**src/hdl/self_calibrating_subminute_millis_macros.svh**
```systemverilog
`ifndef SELF_CALIBRATING_SUBMINUTE_MILLIS_MACROS_SVH
`define SELF_CALIBRATING_SUBMINUTE_MILLIS_MACROS_SVH

// check cons in the same cycle as ante
`define SCSM_ASSERT_SAME(label, clk, rstn, ante, cons) \
    label: assert property (@(posedge clk) disable iff (!(rstn)) (ante) |-> (cons)) \
        else $error("scsm assertion failed");

// check cons in the cycle after ante
`define SCSM_ASSERT_NEXT(label, clk, rstn, ante, cons) \
    label: assert property (@(posedge clk) disable iff (!(rstn)) (ante) |=> (cons)) \
        else $error("scsm assertion failed");

`endif

```
**src/hdl/scsm_pkg.sv**
```systemverilog
`default_nettype none

package scsm_pkg;

    localparam int unsigned FIELD_W    = 7;
    localparam int unsigned STAMP_W    = 32;
    localparam int unsigned EST_W      = 32;
    localparam int unsigned GAIN_W     = 16;
    localparam int unsigned INC_W      = 16;
    localparam int unsigned GAIN_SHIFT = 6;
    localparam int unsigned PROD_W     = INC_W + GAIN_SHIFT;
    localparam int unsigned MS_W       = 17;

    localparam logic KIND_START = 1'b0;
    localparam logic KIND_POLL  = 1'b1;

    localparam logic [FIELD_W-1:0] HOUR_MAX   = 7'd24;
    localparam logic [FIELD_W-1:0] MINUTE_MAX = 7'd59;
    localparam logic [FIELD_W-1:0] SECOND_MAX = 7'd59;
    localparam logic [GAIN_W-1:0]  GAIN_RESET = 16'd282;
    localparam logic [GAIN_W-1:0]  GAIN_TOP   = 16'hFFFF;
    localparam logic [MS_W-1:0]    MS_PER_SEC = 17'd1000;

    localparam int unsigned S_TDATA_W = 56;
    localparam int unsigned M_TDATA_W = 72;

    typedef struct packed {
        logic                kind;
        logic [FIELD_W-1:0]  rtc_hour;
        logic [FIELD_W-1:0]  rtc_minute;
        logic [FIELD_W-1:0]  rtc_second;
        logic [STAMP_W-1:0]  now_ms;
    } item_t;

    typedef struct packed {
        logic [FIELD_W-1:0]  hour_out;
        logic [FIELD_W-1:0]  minute_out;
        logic [FIELD_W-1:0]  second_out;
        logic                hour_clamped;
        logic                minute_clamped;
        logic                second_clamped;
        logic [EST_W-1:0]    ms_estimate;
        logic [GAIN_W-1:0]   gain_out;
    } result_t;

    typedef struct packed {
        logic [FIELD_W-1:0]  last_minute;
        logic [FIELD_W-1:0]  last_second;
        logic [STAMP_W-1:0]  last_stamp;
        logic [EST_W-1:0]    estimate;
        logic [GAIN_W-1:0]   gain;
    } state_t;

    function automatic logic [MS_W-1:0] sec_to_ms(input logic [FIELD_W-1:0] sec);
        sec_to_ms = MS_W'({10'd0, sec} * MS_PER_SEC);
    endfunction

endpackage

`default_nettype wire

```
**src/hdl/scsm_calc.sv**
```systemverilog
`default_nettype none

module scsm_calc (
    input  scsm_pkg::item_t   item,
    input  scsm_pkg::state_t  state,
    output scsm_pkg::state_t  state_next,
    output scsm_pkg::result_t result
);

    logic [scsm_pkg::FIELD_W-1:0] hour_c;
    logic [scsm_pkg::FIELD_W-1:0] minute_c;
    logic [scsm_pkg::FIELD_W-1:0] second_c;
    logic                         hour_hi;
    logic                         minute_hi;
    logic                         second_hi;
    logic                         minute_chg;
    logic                         second_chg;
    logic [scsm_pkg::EST_W-1:0]   base_est;
    logic [scsm_pkg::STAMP_W-1:0] base_stamp;
    logic [scsm_pkg::STAMP_W-1:0] elapsed;
    logic [scsm_pkg::PROD_W-1:0]  prod;
    logic [scsm_pkg::INC_W-1:0]   inc;
    logic [scsm_pkg::EST_W-1:0]   est_sum;
    logic [scsm_pkg::MS_W-1:0]    target_ms;
    logic [scsm_pkg::MS_W-1:0]    raw_ms;
    logic                         ahead;
    logic [scsm_pkg::GAIN_W-1:0]  gain_adj;

    always_comb begin
        hour_hi   = item.rtc_hour > scsm_pkg::HOUR_MAX;
        minute_hi = item.rtc_minute > scsm_pkg::MINUTE_MAX;
        second_hi = item.rtc_second > scsm_pkg::SECOND_MAX;
        hour_c    = hour_hi ? scsm_pkg::HOUR_MAX : item.rtc_hour;
        minute_c  = minute_hi ? '0 : item.rtc_minute;
        second_c  = second_hi ? scsm_pkg::SECOND_MAX : item.rtc_second;

        target_ms = scsm_pkg::sec_to_ms(second_c);
        raw_ms    = scsm_pkg::sec_to_ms(item.rtc_second);

        minute_chg = minute_c != state.last_minute;
        second_chg = second_c != state.last_second;
        base_est   = minute_chg ? {{(scsm_pkg::EST_W-scsm_pkg::MS_W){1'b0}}, target_ms}
                                : state.estimate;
        base_stamp = minute_chg ? item.now_ms : state.last_stamp;

        elapsed = item.now_ms - base_stamp;
        prod    = elapsed[scsm_pkg::PROD_W-1:0]
                * {{(scsm_pkg::PROD_W-scsm_pkg::GAIN_W){1'b0}}, state.gain};
        inc     = prod[scsm_pkg::PROD_W-1:scsm_pkg::GAIN_SHIFT];
        est_sum = base_est + {{(scsm_pkg::EST_W-scsm_pkg::INC_W){1'b0}}, inc};

        ahead = $signed(est_sum)
              > $signed({{(scsm_pkg::EST_W-scsm_pkg::MS_W){1'b0}}, target_ms});
        gain_adj = state.gain;
        if (second_chg) begin
            if (ahead) begin
                if (state.gain != '0) begin
                    gain_adj = state.gain - 1'b1;
                end
            end else if (state.gain != scsm_pkg::GAIN_TOP) begin
                gain_adj = state.gain + 1'b1;
            end
        end

        state_next = state;
        result     = '0;
        case (item.kind)
            scsm_pkg::KIND_START: begin
                state_next.last_stamp = item.now_ms;
                state_next.estimate   = {{(scsm_pkg::EST_W-scsm_pkg::MS_W){1'b0}}, raw_ms};
                result.hour_out       = item.rtc_hour;
                result.minute_out     = item.rtc_minute;
                result.second_out     = item.rtc_second;
            end
            scsm_pkg::KIND_POLL: begin
                state_next.last_minute = minute_c;
                state_next.last_second = second_c;
                state_next.last_stamp  = item.now_ms;
                state_next.estimate    = est_sum;
                state_next.gain        = gain_adj;
                result.hour_out        = hour_c;
                result.minute_out      = minute_c;
                result.second_out      = second_c;
                result.hour_clamped    = hour_hi;
                result.minute_clamped  = minute_hi;
                result.second_clamped  = second_hi;
            end
            default: begin
                state_next = state;
            end
        endcase
        result.ms_estimate = state_next.estimate;
        result.gain_out    = state_next.gain;
    end

endmodule

`default_nettype wire

```
**src/hdl/self_calibrating_subminute_millis.sv**
```systemverilog
// channel   direction  handshake          payload
// s_        in         s_tvalid/s_tready  s_tuser kind, s_tdata clock readings and timestamp
// m_        out        m_tvalid/m_tready  m_tdata readings, clamp flags, estimate, gain
// cfg_      in         cfg_we             cfg_wdata initial gain, reloads gain
//
// One beat per cycle unless m_ stalls; the input register feeds the result register.
// The path from the input register through the 22x16 multiply, the estimate add
// and the signed compare to the result register sets the clock period.
// aresetn clears both pipeline valids, the estimator state and reloads gain to 282.
// A stalled m_ side holds the result register and backs up into the input register.
`default_nettype none

`include "self_calibrating_subminute_millis_macros.svh"

module self_calibrating_subminute_millis (
    input  wire logic                             aclk,
    input  wire logic                             aresetn,
    input  wire logic                             s_tvalid,
    output logic                                  s_tready,
    // rtc_hour[6:0], rtc_minute[13:7], rtc_second[20:14], now_ms[52:21]
    input  wire logic [scsm_pkg::S_TDATA_W-1:0]   s_tdata,
    // kind
    input  wire logic                             s_tuser,
    output logic                                  m_tvalid,
    input  wire logic                             m_tready,
    // hour_out[6:0], minute_out[13:7], second_out[20:14], hour_clamped[21],
    // minute_clamped[22], second_clamped[23], ms_estimate[55:24], gain_out[71:56]
    output logic [scsm_pkg::M_TDATA_W-1:0]        m_tdata,
    input  wire logic                             cfg_we,
    input  wire logic [scsm_pkg::GAIN_W-1:0]      cfg_wdata
);

    logic              in_valid_reg;
    scsm_pkg::item_t   in_reg;
    logic              out_valid_reg;
    scsm_pkg::result_t out_reg;
    scsm_pkg::state_t  state_reg;
    scsm_pkg::state_t  state_next;
    scsm_pkg::result_t result_next;
    scsm_pkg::item_t   s_item;
    logic              advance;
    logic              in_go;

    assign advance  = !out_valid_reg || m_tready;
    assign in_go    = in_valid_reg && advance;
    assign s_tready = !in_valid_reg || advance;

    assign s_item.kind       = s_tuser;
    assign s_item.rtc_hour   = s_tdata[6:0];
    assign s_item.rtc_minute = s_tdata[13:7];
    assign s_item.rtc_second = s_tdata[20:14];
    assign s_item.now_ms     = s_tdata[52:21];

    scsm_calc u_calc (
        .item       (in_reg),
        .state      (state_reg),
        .state_next (state_next),
        .result     (result_next)
    );

    always_ff @(posedge aclk) begin
        if (!aresetn) begin
            in_valid_reg  <= 1'b0;
            out_valid_reg <= 1'b0;
            state_reg     <= '{last_minute: '0, last_second: '0, last_stamp: '0,
                               estimate: '0, gain: scsm_pkg::GAIN_RESET};
        end else begin
            if (s_tready) begin
                in_valid_reg <= s_tvalid;
            end
            if (advance) begin
                out_valid_reg <= in_valid_reg;
            end
            if (cfg_we) begin
                state_reg.gain <= cfg_wdata;
            end else if (in_go) begin
                state_reg <= state_next;
            end
        end
    end

    always_ff @(posedge aclk) begin
        if (s_tvalid && s_tready) begin
            in_reg <= s_item;
        end
        if (in_go) begin
            out_reg <= result_next;
        end
    end

    assign m_tvalid = out_valid_reg;
    assign m_tdata  = {out_reg.gain_out, out_reg.ms_estimate, out_reg.second_clamped,
                       out_reg.minute_clamped, out_reg.hour_clamped, out_reg.second_out,
                       out_reg.minute_out, out_reg.hour_out};

    `SCSM_ASSERT_NEXT(a_beat_gives_result, aclk, aresetn, in_go, m_tvalid)
    `SCSM_ASSERT_NEXT(a_gain_holds, aclk, aresetn, !in_go && !cfg_we, $stable(state_reg.gain))
    `SCSM_ASSERT_SAME(a_minute_in_range, aclk, aresetn, 1'b1,
                      state_reg.last_minute <= scsm_pkg::MINUTE_MAX)
    `SCSM_ASSERT_SAME(a_minute_clamp_zero, aclk, aresetn, m_tvalid && out_reg.minute_clamped,
                      out_reg.minute_out == '0)

endmodule

`default_nettype wire

```
**config.mk**
```make
export PLATFORM = sky130hd
export DESIGN_NAME = self_calibrating_subminute_millis
export DESIGN_NICKNAME = d
export VERILOG_FILES = /design/src/hdl/scsm_pkg.sv /design/src/hdl/scsm_calc.sv /design/src/hdl/self_calibrating_subminute_millis.sv
export VERILOG_INCLUDE_DIRS = /design/src /design/src/hdl
export SDC_FILE = /design/constraint.sdc
export NUM_CORES = 1
export LEC_CHECK = 0
export BUFFER_PORTS_ARGS = -buffer_cell sky130_fd_sc_hd__buf_2
export CAP_MARGIN = 15
export CORE_MARGIN = 1.5
export CORE_UTILIZATION = 65
export CTS_BUF_LIST = sky130_fd_sc_hd__clkbuf_16
export DETAILED_ROUTE_END_ITERATION = 6
export MAX_ROUTING_LAYER = met4
export PLACE_DENSITY = 0.94
export RECOVER_POWER = 25
export SLEW_MARGIN = 20
export SYNTH_ARGS = -nofsm -noshare
export SYNTH_HDL_FRONTEND = slang
export SYNTH_SLANG_ARGS = --single-unit
```
**constraint.sdc**
```tcl
create_clock -name aclk -period 45.6 [get_ports aclk]
set_input_delay 4.56 -clock aclk [delete_from_list [all_inputs] [get_ports aclk]]
set_output_delay 4.56 -clock aclk [all_outputs]
set_load 0.005 [all_outputs]
```
# ---- After elaboration in Yosys (flattened, before gate mapping)
# Cells that the tools add are included.
dict set report classes {
  add_sub_neg 4
  multipliers 3
  n_div 0
  order_cmp 4
  eq_ne 3
  shifts 0
  n_mux 14
  bitwise 2
  reduce_logical 10
}
# op n
set ops {}
lappend ops {{16-bit 2-to-1 mux} 7}
lappend ops {{54-bit one-hot mux with 2 select lines} 1}
lappend ops {{21-bit one-hot mux with 2 select lines} 1}
lappend ops {{32-bit by 16-bit adder with 32-bit output} 1}
lappend ops {{32-bit by 18-bit greater-than comparator with 1-bit output} 1}
lappend ops {{32-bit 2-to-1 mux} 1}
lappend ops {{7-bit by 7-bit multiplier with 14-bit output (second input constant)} 2}
lappend ops {{22-bit by 16-bit multiplier with 22-bit output} 1}
lappend ops {{22-bit 2-to-1 mux} 1}
lappend ops {{22-bit subtractor} 1}
lappend ops {{7-bit 2-to-1 mux} 3}
lappend ops {{16-bit by 1-bit adder with 16-bit output (second input constant)} 1}
lappend ops {{16-bit inequality test (second input constant)} 1}
lappend ops {{16-bit nonzero test} 1}
lappend ops {{16-bit by 1-bit subtractor with 16-bit output (second input constant)} 1}
lappend ops {{7-bit by 6-bit greater-than comparator with 1-bit output (second input constant)} 2}
lappend ops {{7-bit inequality test} 2}
lappend ops {{7-bit by 5-bit greater-than comparator with 1-bit output (second input constant)} 1}
lappend ops {{3-bit AND reduction} 1}
lappend ops {{1-bit logical AND} 2}
lappend ops {{1-bit logical NOT} 2}
lappend ops {{1-bit logical OR} 2}
lappend ops {{1-bit NOT} 2}
lappend ops {{2-bit AND reduction} 1}
lappend ops {{2-bit nonzero test} 1}
dict set report word_totals {
  regBits 202
  latch_bits 0
  ram_bits 0
  rom_bits 0
  input_bits 78
  out_inout_bits 74
  word_cells 60
  mem_count 0
}

# ---- Longest topological paths before layout
# Gate-level depths: netlist (run 1).
dict set report depth {
  ltp_word 13
  depth_mapped 67
  mapped_depth_nobuf 63
}

# ---- Cells and area by module
# A second synthesis (run 1) with hierarchy kept.
dict set report unflattened {
  cells_unflattened 2341
  area_unflattened_um2 21932.3
}
# mod n_inst cells_each area_per_inst_um2 seq_area_each_um2
set by_module_without_submodules {}
lappend by_module_without_submodules {scsm_calc 1 1772 14221.1 0.0}
lappend by_module_without_submodules {self_calibrating_subminute_millis 1 569 7711.1 5705.5}

# ---- Worst setup path before layout (run 1)
# No wires, ideal clock.
dict set report synth_path {
  path_type {register -> register}
  from {register in_reg[44] in the netlist's numbering}
  to {register out_reg, in the netlist m_tdata[62], data pin}
  setup_time_ps 267
  t_arrival_ps 14053
  t_required_ps 45333
  path_slack_ps 31280
  stages_incl_launch_ff 64
  n_path_buf 3
  period_less_slack_ps 14320
  path_cell_list {edfxtp_1 -> a41oi_2 -> nand2_1 -> a21oi_1 -> nand3_1 -> nor4_2 -> clkbuf_1 -> clkbuf_1 -> o21ai_0 -> ha_1 -> fa_1 -> nand2b_1 -> a21oi_1 -> o211ai_1 -> a211oi_1 -> o31ai_1 -> a21boi_0 -> o21ai_0 -> [... 28 more ...] -> xnor2_1 -> xnor2_1 -> ha_1 -> nor2b_1 -> nor3_1 -> nand2_1 -> xor2_1 -> ha_1 -> nand4b_1 -> nor3_1 -> a21oi_1 -> or4_4 -> nor4_4 -> a21oi_2 -> buf_6 -> or3_4 -> a21oi_1 -> xor2_1}
}
# item line
set synth_rtl {}
lappend synth_rtl {{from (decl)} self_calibrating_subminute_millis.sv:34} ;# scsm_pkg::item_t in_reg;
lappend synth_rtl {{from (signal assigned)} self_calibrating_subminute_millis.sv:84} ;# in_reg <= s_item;
lappend synth_rtl {{to (signal assigned)} self_calibrating_subminute_millis.sv:87} ;# out_reg <= result_next;
lappend synth_rtl {{to (decl)} self_calibrating_subminute_millis.sv:36} ;# scsm_pkg::result_t out_reg;

==> summary.log, run 1 <==
INFO  floorplanning  core_box_area=30600um2
INFO  synth          synth_top_area_share=0.199
INFO  cells_and_area flow.area_growth_from_synthesis=8.58%
INFO  synth          number_of_instances_in_the_synthesized_netlist=2256
INFO  critical_path  worstRegToRegCells=63
INFO  synth          yosysWarnings=0
INFO  floorplanning  std_cell_rows=64
INFO  clock_network  maximum_buffer_depth_of_the_clock_tree=3
INFO  critical_path  critical-path-top-cell-by-count=xnor2_1
INFO  floorplanning  fp.dieArea=32200um2
INFO  synth          yosys_register_bits=202
INFO  cells_and_area final_layout_size_suffix_gt1_frac=0.0944
INFO  sta            finalSetupViolations=0
INFO  critical_path  critical_path_required=45.83ns
INFO  placement      gp_routability_congestion=0.947
INFO  floorplanning  die-width=179um
INFO  outcome        outcome=finished with violations
INFO  clock_network  clockRootBuffer=clkbuf_16
INFO  clock_network  cts_repair_resize_count=0
INFO  routing        wl=52.0mm
INFO  clock_network  postCtsHoldBufs=0
INFO  clock_network  cts_sinks=202
INFO  synth          yosys_most_used_dff=edfxtp_1
INFO  clock_network  tritoncts_clock_tree=done
INFO  critical_path  critical_path.max_stage_delay=0.60ns
INFO  grt            grt_usage=0.337
INFO  sta            fin_worst_skew=0.0483ns
INFO  floorplanning  die-height=179um
INFO  critical_path  wp_data_arrival=17.36ns
INFO  routing        mean_routed_wirelength_per_cell=18.9um
INFO  grt            grt_first_pass_wirelength=85.6mm
INFO  synth          synthesis.area=20200um2
INFO  hold_path      worstHoldPathType=reg2reg
INFO  cells_and_area antennaDiodeCount=0
INFO  sta            final_max_slew_viol_count=45
INFO  run            drv.max_cap_violation_count=1
INFO  grt            first_global_vias=17294
INFO  synth          post_synth_most_frequent_cells=inv_1, nand2_1, fa_1
INFO  synth          synth_cell_types=75
INFO  sta            rsz_0062_raised_after_global_routing=no
INFO  routing        drc=0
INFO  critical_path  timing.critical_path.to_type=flop
INFO  placement      dpl.hpwl=39.0mm
INFO  grt            global_route_overflow=0
INFO  routing        antenna_left=0
INFO  clock_network  post-cts-setup-buffer-count=0
INFO  sta            final.period_utilization=0.376
INFO  floorplanning  ports=152
INFO  sta            finalWorstPathRequiredPeriod=17.13ns
INFO  clock_network  cts_made_buffers=22
INFO  hold_path      timing.hold.worst_path_depth=2
INFO  sta            timing_hold_violations_final=0
INFO  cells_and_area finalNetCount=2803
INFO  cells_and_area largest_register_ff_count=84
INFO  synth          async_flop_share=0
INFO  routing        via_per_inst=6.03
INFO  synth          synth.most_common_cell=inv_1
INFO  placement      port_buffers=138
INFO  routing        drtPass1Iterations=6
INFO  floorplanning  initial_core_util=0.661
INFO  outcome        violated_checks=max-capacitance violations, max-slew violations
INFO  synth          synth_top_cell_by_area=fa_1
INFO  synth          sequential_cell_area_fraction_in_the_yosys_report=0.257
INFO  clock_network  worst_setup_hold_path_clk_slew=0.08ns
INFO  sta            fin_tns_setup=0ns
INFO  clock_network  clock_insertion_delay_worst_skew=0.55ns
INFO  synth          post_synth.cell_area_avg=8.97um2
INFO  critical_path  worst_path_max_fanout=36
INFO  sta            clock.fmax=58.4MHz
INFO  synth          post_synth_edffs=116
INFO  grt            grt_start_max_net_pins=76
INFO  critical_path  crit_path_top_delay_cell=or4_4
INFO  clock_network  htreeDepth=1
INFO  routing        detailroute.via_count=16643
INFO  sta            relSlewSlack=-1.07
INFO  grt            antenna_violations_before_repair=0
INFO  critical_path  worst-setup-path-type=reg2reg
INFO  critical_path  critPathLaunchType=flop
INFO  synth          yosys-top-cells-area=fa_1, edfxtp_1, ha_1
INFO  routing        drt_iter0_drc=1498
INFO  sta            worst_slew_pin_slew=3.10ns
[placed cells by master (no fill, tap or decap), drive strengths merged, types with 34 or more instances in the layout]
| cell | n |
|---|---|
| o21ai | 67 |
| and2 | 74 |
| xnor2 | 82 |
| xor2 | 34 |
| nand2 | 313 |
| a21oi | 137 |
| nor3 | 35 |
| dfxtp | 86 |
| buf | 155 |
| inv | 320 |
| edfxtp | 116 |
| ha | 178 |
| fa | 201 |
| nand3 | 45 |
| nor2 | 147 |
[worst paths after layout]
path	start	end	slack, ns
worst min register to register	state_reg[18]	state_reg[18]	0.45
worst min-delay path	state_reg[18]	state_reg[18]	0.45
worst max register to register	in_reg[44]	m_tdata[66]	28.47
worst max-delay path	in_reg[44]	m_tdata[66]	28.47
[worst max-delay path: cells and delay by family (launching register included)]
| family | cells | cell delay (ns) |
|---|---|---|
| compound gates | 14 | 3.26 |
| simple gates | 15 | 3.81 |
| flops | 1 | 0.49 |
| xor+xnor | 18 | 4.10 |
| fa+ha+maj | 10 | 4.25 |
| buf+inv | 6 | 0.84 |
[cell type report]
cell class / instances / area, um2
Multi-Input combinational cell: 1643 / 13500
Fill cell: 2182 / 8630
Sequential cell: 202 / 5200
Inverter: 317 / 1190
Timing Repair Buffer: 160 / 847
Clock buffer: 23 / 576
Tap cell: 396 / 495
Clock inverter: 17 / 160
[metal layers]
layer / wire, um / part of all wire / vias to the layer above / GRT usage
met1: 19500 / 0.37 / 8063 / 0.395
met2: 26200 / 0.50 / 825 / 0.578
li1: - / - / 7579 / -
met4: 2190 / 0.042 / 0 / 0.141
met3: 4200 / 0.081 / 176 / 0.0509
met5: 0 / 0 / - / -
[stage by stage]
step	hold WS, ns	cells	worst slack, ns	area, um2	utilization
after floorplan	0.432	2261	31.28	20200	-
after global placement	0.439	2718	29.15	21200	0.694
after detailed placement	0.442	2718	28.93	21200	0.694
after CTS	0.452	2758	28.77	22000	0.718
after global routing	0.470	2758	27.76	22000	0.718
final	0.452	2758	28.47	22000	0.718
[cell families after synthesis]
| group | synth area share |
|---|---|
| xor gates and xnor gates | 0.0525 |
| adders and majority gates | 0.309 |
| buffers and inverters | 0.0777 |
| muxes | 0.0208 |
| and+or+nand+nor | 0.180 |
| DFF | 0.257 |
| AOI/OAI and AO/OA | 0.103 |
| other | 0.000185 |
Power of run 1 is left out: the tool's default activity adds up to more than one toggle a clock period on the data nets, which glitch-free logic cannot reach.
==> inputs of run 2 (changes only) <==
--- a/config.mk
+++ b/config.mk
@@ -9,11 +9,11 @@
 export BUFFER_PORTS_ARGS = -buffer_cell sky130_fd_sc_hd__buf_2
 export CAP_MARGIN = 15
 export CORE_MARGIN = 1.5
-export CORE_UTILIZATION = 65
+export CORE_UTILIZATION = 57
 export CTS_BUF_LIST = sky130_fd_sc_hd__clkbuf_16
 export DETAILED_ROUTE_END_ITERATION = 6
 export MAX_ROUTING_LAYER = met4
-export PLACE_DENSITY = 0.94
+export PLACE_DENSITY = 0.88
 export RECOVER_POWER = 25
 export SLEW_MARGIN = 20
 export SYNTH_ARGS = -nofsm -noshare
==> constraint.sdc (replaced) <==
create_clock -name aclk -period 15.1 [get_ports aclk]
set_input_delay 1.51 -clock aclk [delete_from_list [all_inputs] [get_ports aclk]]
set_output_delay 1.51 -clock aclk [all_outputs]
set_load 0.005 [all_outputs]
==> run 2 against run 1 <==
Net effect:
- the run still ends with max-capacitance violations, max-slew violations left
- critical path depth is 1 lower
- worst hold slack gained 0.00080 ns
- clock skew fell by 0.037 ns
- non-clock buffer count rose by 38
- global-route usage down 3.8 points
- clock-buffer cell count down 2
- fmax is 20% higher
- register-to-register slack lost 28 ns
- first-iteration DRC count is 17% lower
==> summary.log, run 2 (synthesized netlist as in run 1, its figures left out) <==
INFO  critical_path  critPathLaunchType=flop
INFO  clock_network  cts_sinks=202 [unchanged]
INFO  critical_path  crit_path_top_delay_cell=or4_4
INFO  sta            relSlewSlack=-1.08 [-0.00929]
INFO  floorplanning  die-width=191um [+6.7%]
INFO  placement      port_buffers=138 [unchanged]
INFO  run            drv.max_cap_violation_count=1 [unchanged]
INFO  outcome        violated_checks=max-capacitance violations, max-slew violations
INFO  cells_and_area final_cell_mix=inv_1, nand2_1, fa_1
INFO  routing        via_per_inst=5.82 [-3.6%]
INFO  placement      dpl-instance-area=21500um2 [+1.4%]
INFO  cells_and_area layout.cells.most_common=inv_1
INFO  floorplanning  std_cell_rows=68 [+6.3%]
INFO  critical_path  worst_path_max_fanout=17 [-53%]
INFO  cells_and_area finalNetCount=2840 [+1.3%]
INFO  grt            global_route_overflow=0 [unchanged]
INFO  routing        drc=0 [unchanged]
INFO  cells_and_area design_area=22400um2 [+2.1%]
INFO  critical_path  worstRegToRegCells=62 [-1.6%]
INFO  clock_network  tritoncts_clock_tree=done
INFO  sta            clock.fmax=69.9MHz [+20%]
INFO  routing        wl=52.1mm [+0.18%]
INFO  critical_path  timing.critical_path.to_type=flop
INFO  cells_and_area antennaDiodeCount=0 [unchanged]
INFO  cells_and_area regArea=5200um2 [unchanged]
INFO  sta            finalSetupViolations=0 [unchanged]
INFO  grt            antenna_violations_before_repair=0 [unchanged]
INFO  hold_path      worstHoldPathType=reg2reg
INFO  sta            fin_worst_skew=0.0111ns [-0.0372 ns]
INFO  sta            fin_tns_setup=0ns [unchanged]
INFO  critical_path  ff2ff_setup_slack=0.80ns [-27.67 ns]
INFO  floorplanning  initial_core_util=0.583 [-0.0786]
INFO  floorplanning  core_box_area=34700um2 [+13%]
INFO  grt            grt_usage=0.298 [-0.0384]
INFO  placement      gp_routability_congestion=0.962 [+1.6%]
INFO  cells_and_area largest_register_ff_count=84 [unchanged]
INFO  sta            final.period_utilization=0.947 [+0.571]
INFO  cells_and_area flow.area_growth_from_synthesis=10.8%
INFO  clock_network  maximum_buffer_depth_of_the_clock_tree=3 [unchanged]
INFO  sta            rsz_0062_raised_after_global_routing=no
INFO  critical_path  wp_data_arrival=14.57ns [-2.79 ns]
INFO  floorplanning  ports=152 [unchanged]
INFO  sta            final_max_slew_viol_count=45 [unchanged]
INFO  cells_and_area fillerInstances=2741 [+26%]
INFO  grt            grt_start_max_net_pins=69 [-9.2%]
INFO  routing        antenna_left=0 [unchanged]
INFO  sta            hold_ws=0.453ns [+0.000804 ns]
INFO  grt            first_global_vias=17197 [-0.56%]
INFO  clock_network  clockRootBuffer=clkbuf_16
INFO  routing        mean_routed_wirelength_per_cell=18.3um [-3.2%]
INFO  clock_network  htreeDepth=1 [unchanged]
INFO  floorplanning  die-height=191um [+6.7%]
INFO  cells_and_area final_layout_size_suffix_gt1_frac=0.118 [+0.0236]
INFO  routing        detailroute.via_count=16594 [-0.29%]
INFO  critical_path  critical-path-top-cell-by-count=xnor2_1
INFO  placement      dpl.hpwl=39.1mm [+0.32%]
INFO  clock_network  clock_insertion_delay_worst_skew=0.53ns [-0.02 ns]
INFO  floorplanning  fp.dieArea=36600um2 [+14%]
INFO  clock_network  cts_made_buffers=21 [-4.5%]
INFO  cells_and_area multiInputGateArea=13600um2 [+0.80%]
INFO  routing        drt_iter0_drc=1247 [-17%]
INFO  sta            finalWorstPathRequiredPeriod=14.30ns [-2.83 ns]
INFO  critical_path  critical_path.max_stage_delay=0.67ns [+0.07 ns]
INFO  outcome        outcome=finished with violations
INFO  clock_network  postCtsHoldBufs=0 [unchanged]
INFO  critical_path  worst-setup-path-type=reg2reg
INFO  sta            worst_slew_pin_slew=3.11ns [+0.0139 ns]
INFO  clock_network  worst_setup_hold_path_clk_slew=0.07ns [about the same]
INFO  routing        drtPass1Iterations=6 [unchanged]
INFO  critical_path  critical_path_required=15.37ns [-30.46 ns]
INFO  sta            timing_hold_violations_final=0 [unchanged]
INFO  grt            grt_first_pass_wirelength=84.2mm [-1.6%]
INFO  hold_path      timing.hold.worst_path_depth=2 [unchanged]
## run 2: what timing repair did
item | in CTS | in global routing
pin swaps | 0 | 17
endpoints found under the setup margin | 1 | 32
hold endpoints to repair | 0 | 0
buffers inserted | 0 | 9
resized for setup | 1 | 23
## run 2: metrics by stage
step	util	setup slack, ns	cells
final	0.646	0.800	2853
after global routing	0.646	0.0298	2853
after CTS	0.641	0.0165	2844
after detailed placement	0.620	0.0654	2806
after global placement	0.620	0.268	2806
after floorplan	-	0.780	2261
## run 2: path summary, 6_finish.rpt
kind | endpoint | startpoint
hold / removal | state_reg[52] | state_reg[52]
hold reg to reg | state_reg[52] | state_reg[52]
setup / recovery | m_tdata[64] | in_reg[43]
setup reg to reg | m_tdata[64] | in_reg[43]
## run 2: per-layer routing
layer	vias up	part of all wire	track usage	routed length, um
met5	-	0	-	0
met4	0	0.046	0.135	2410
met3	168	0.074	0.0477	3860
met2	706	0.50	0.514	26100
met1	8080	0.38	0.342	19800
li1	7640	-	-	-
## run 2: area by class of cell
cell class                      count  share of cell area
Clock buffer                       21              0.0234
Timing Repair Buffer              198              0.0506
Inverter                          317              0.0531
Clock inverter                     17             0.00860
Multi-Input combinational cell   1643               0.607
Sequential cell                   202               0.232
Tap cell                          455              0.0254
## run 2: worst max-delay path, delay by kind of cell (launching register included)
family | cells | cell delay [ns]
DFF | 1 | 0.47
AOI/OAI and AO/OA | 12 | 1.87
and+or+nand+nor | 16 | 3.78
buffers and inverters | 5 | 0.43
muxes | 1 | 0.20
xor gates and xnor gates | 19 | 3.41
adders and majority gates | 9 | 3.85
Power of run 2 is left out for the same reason.
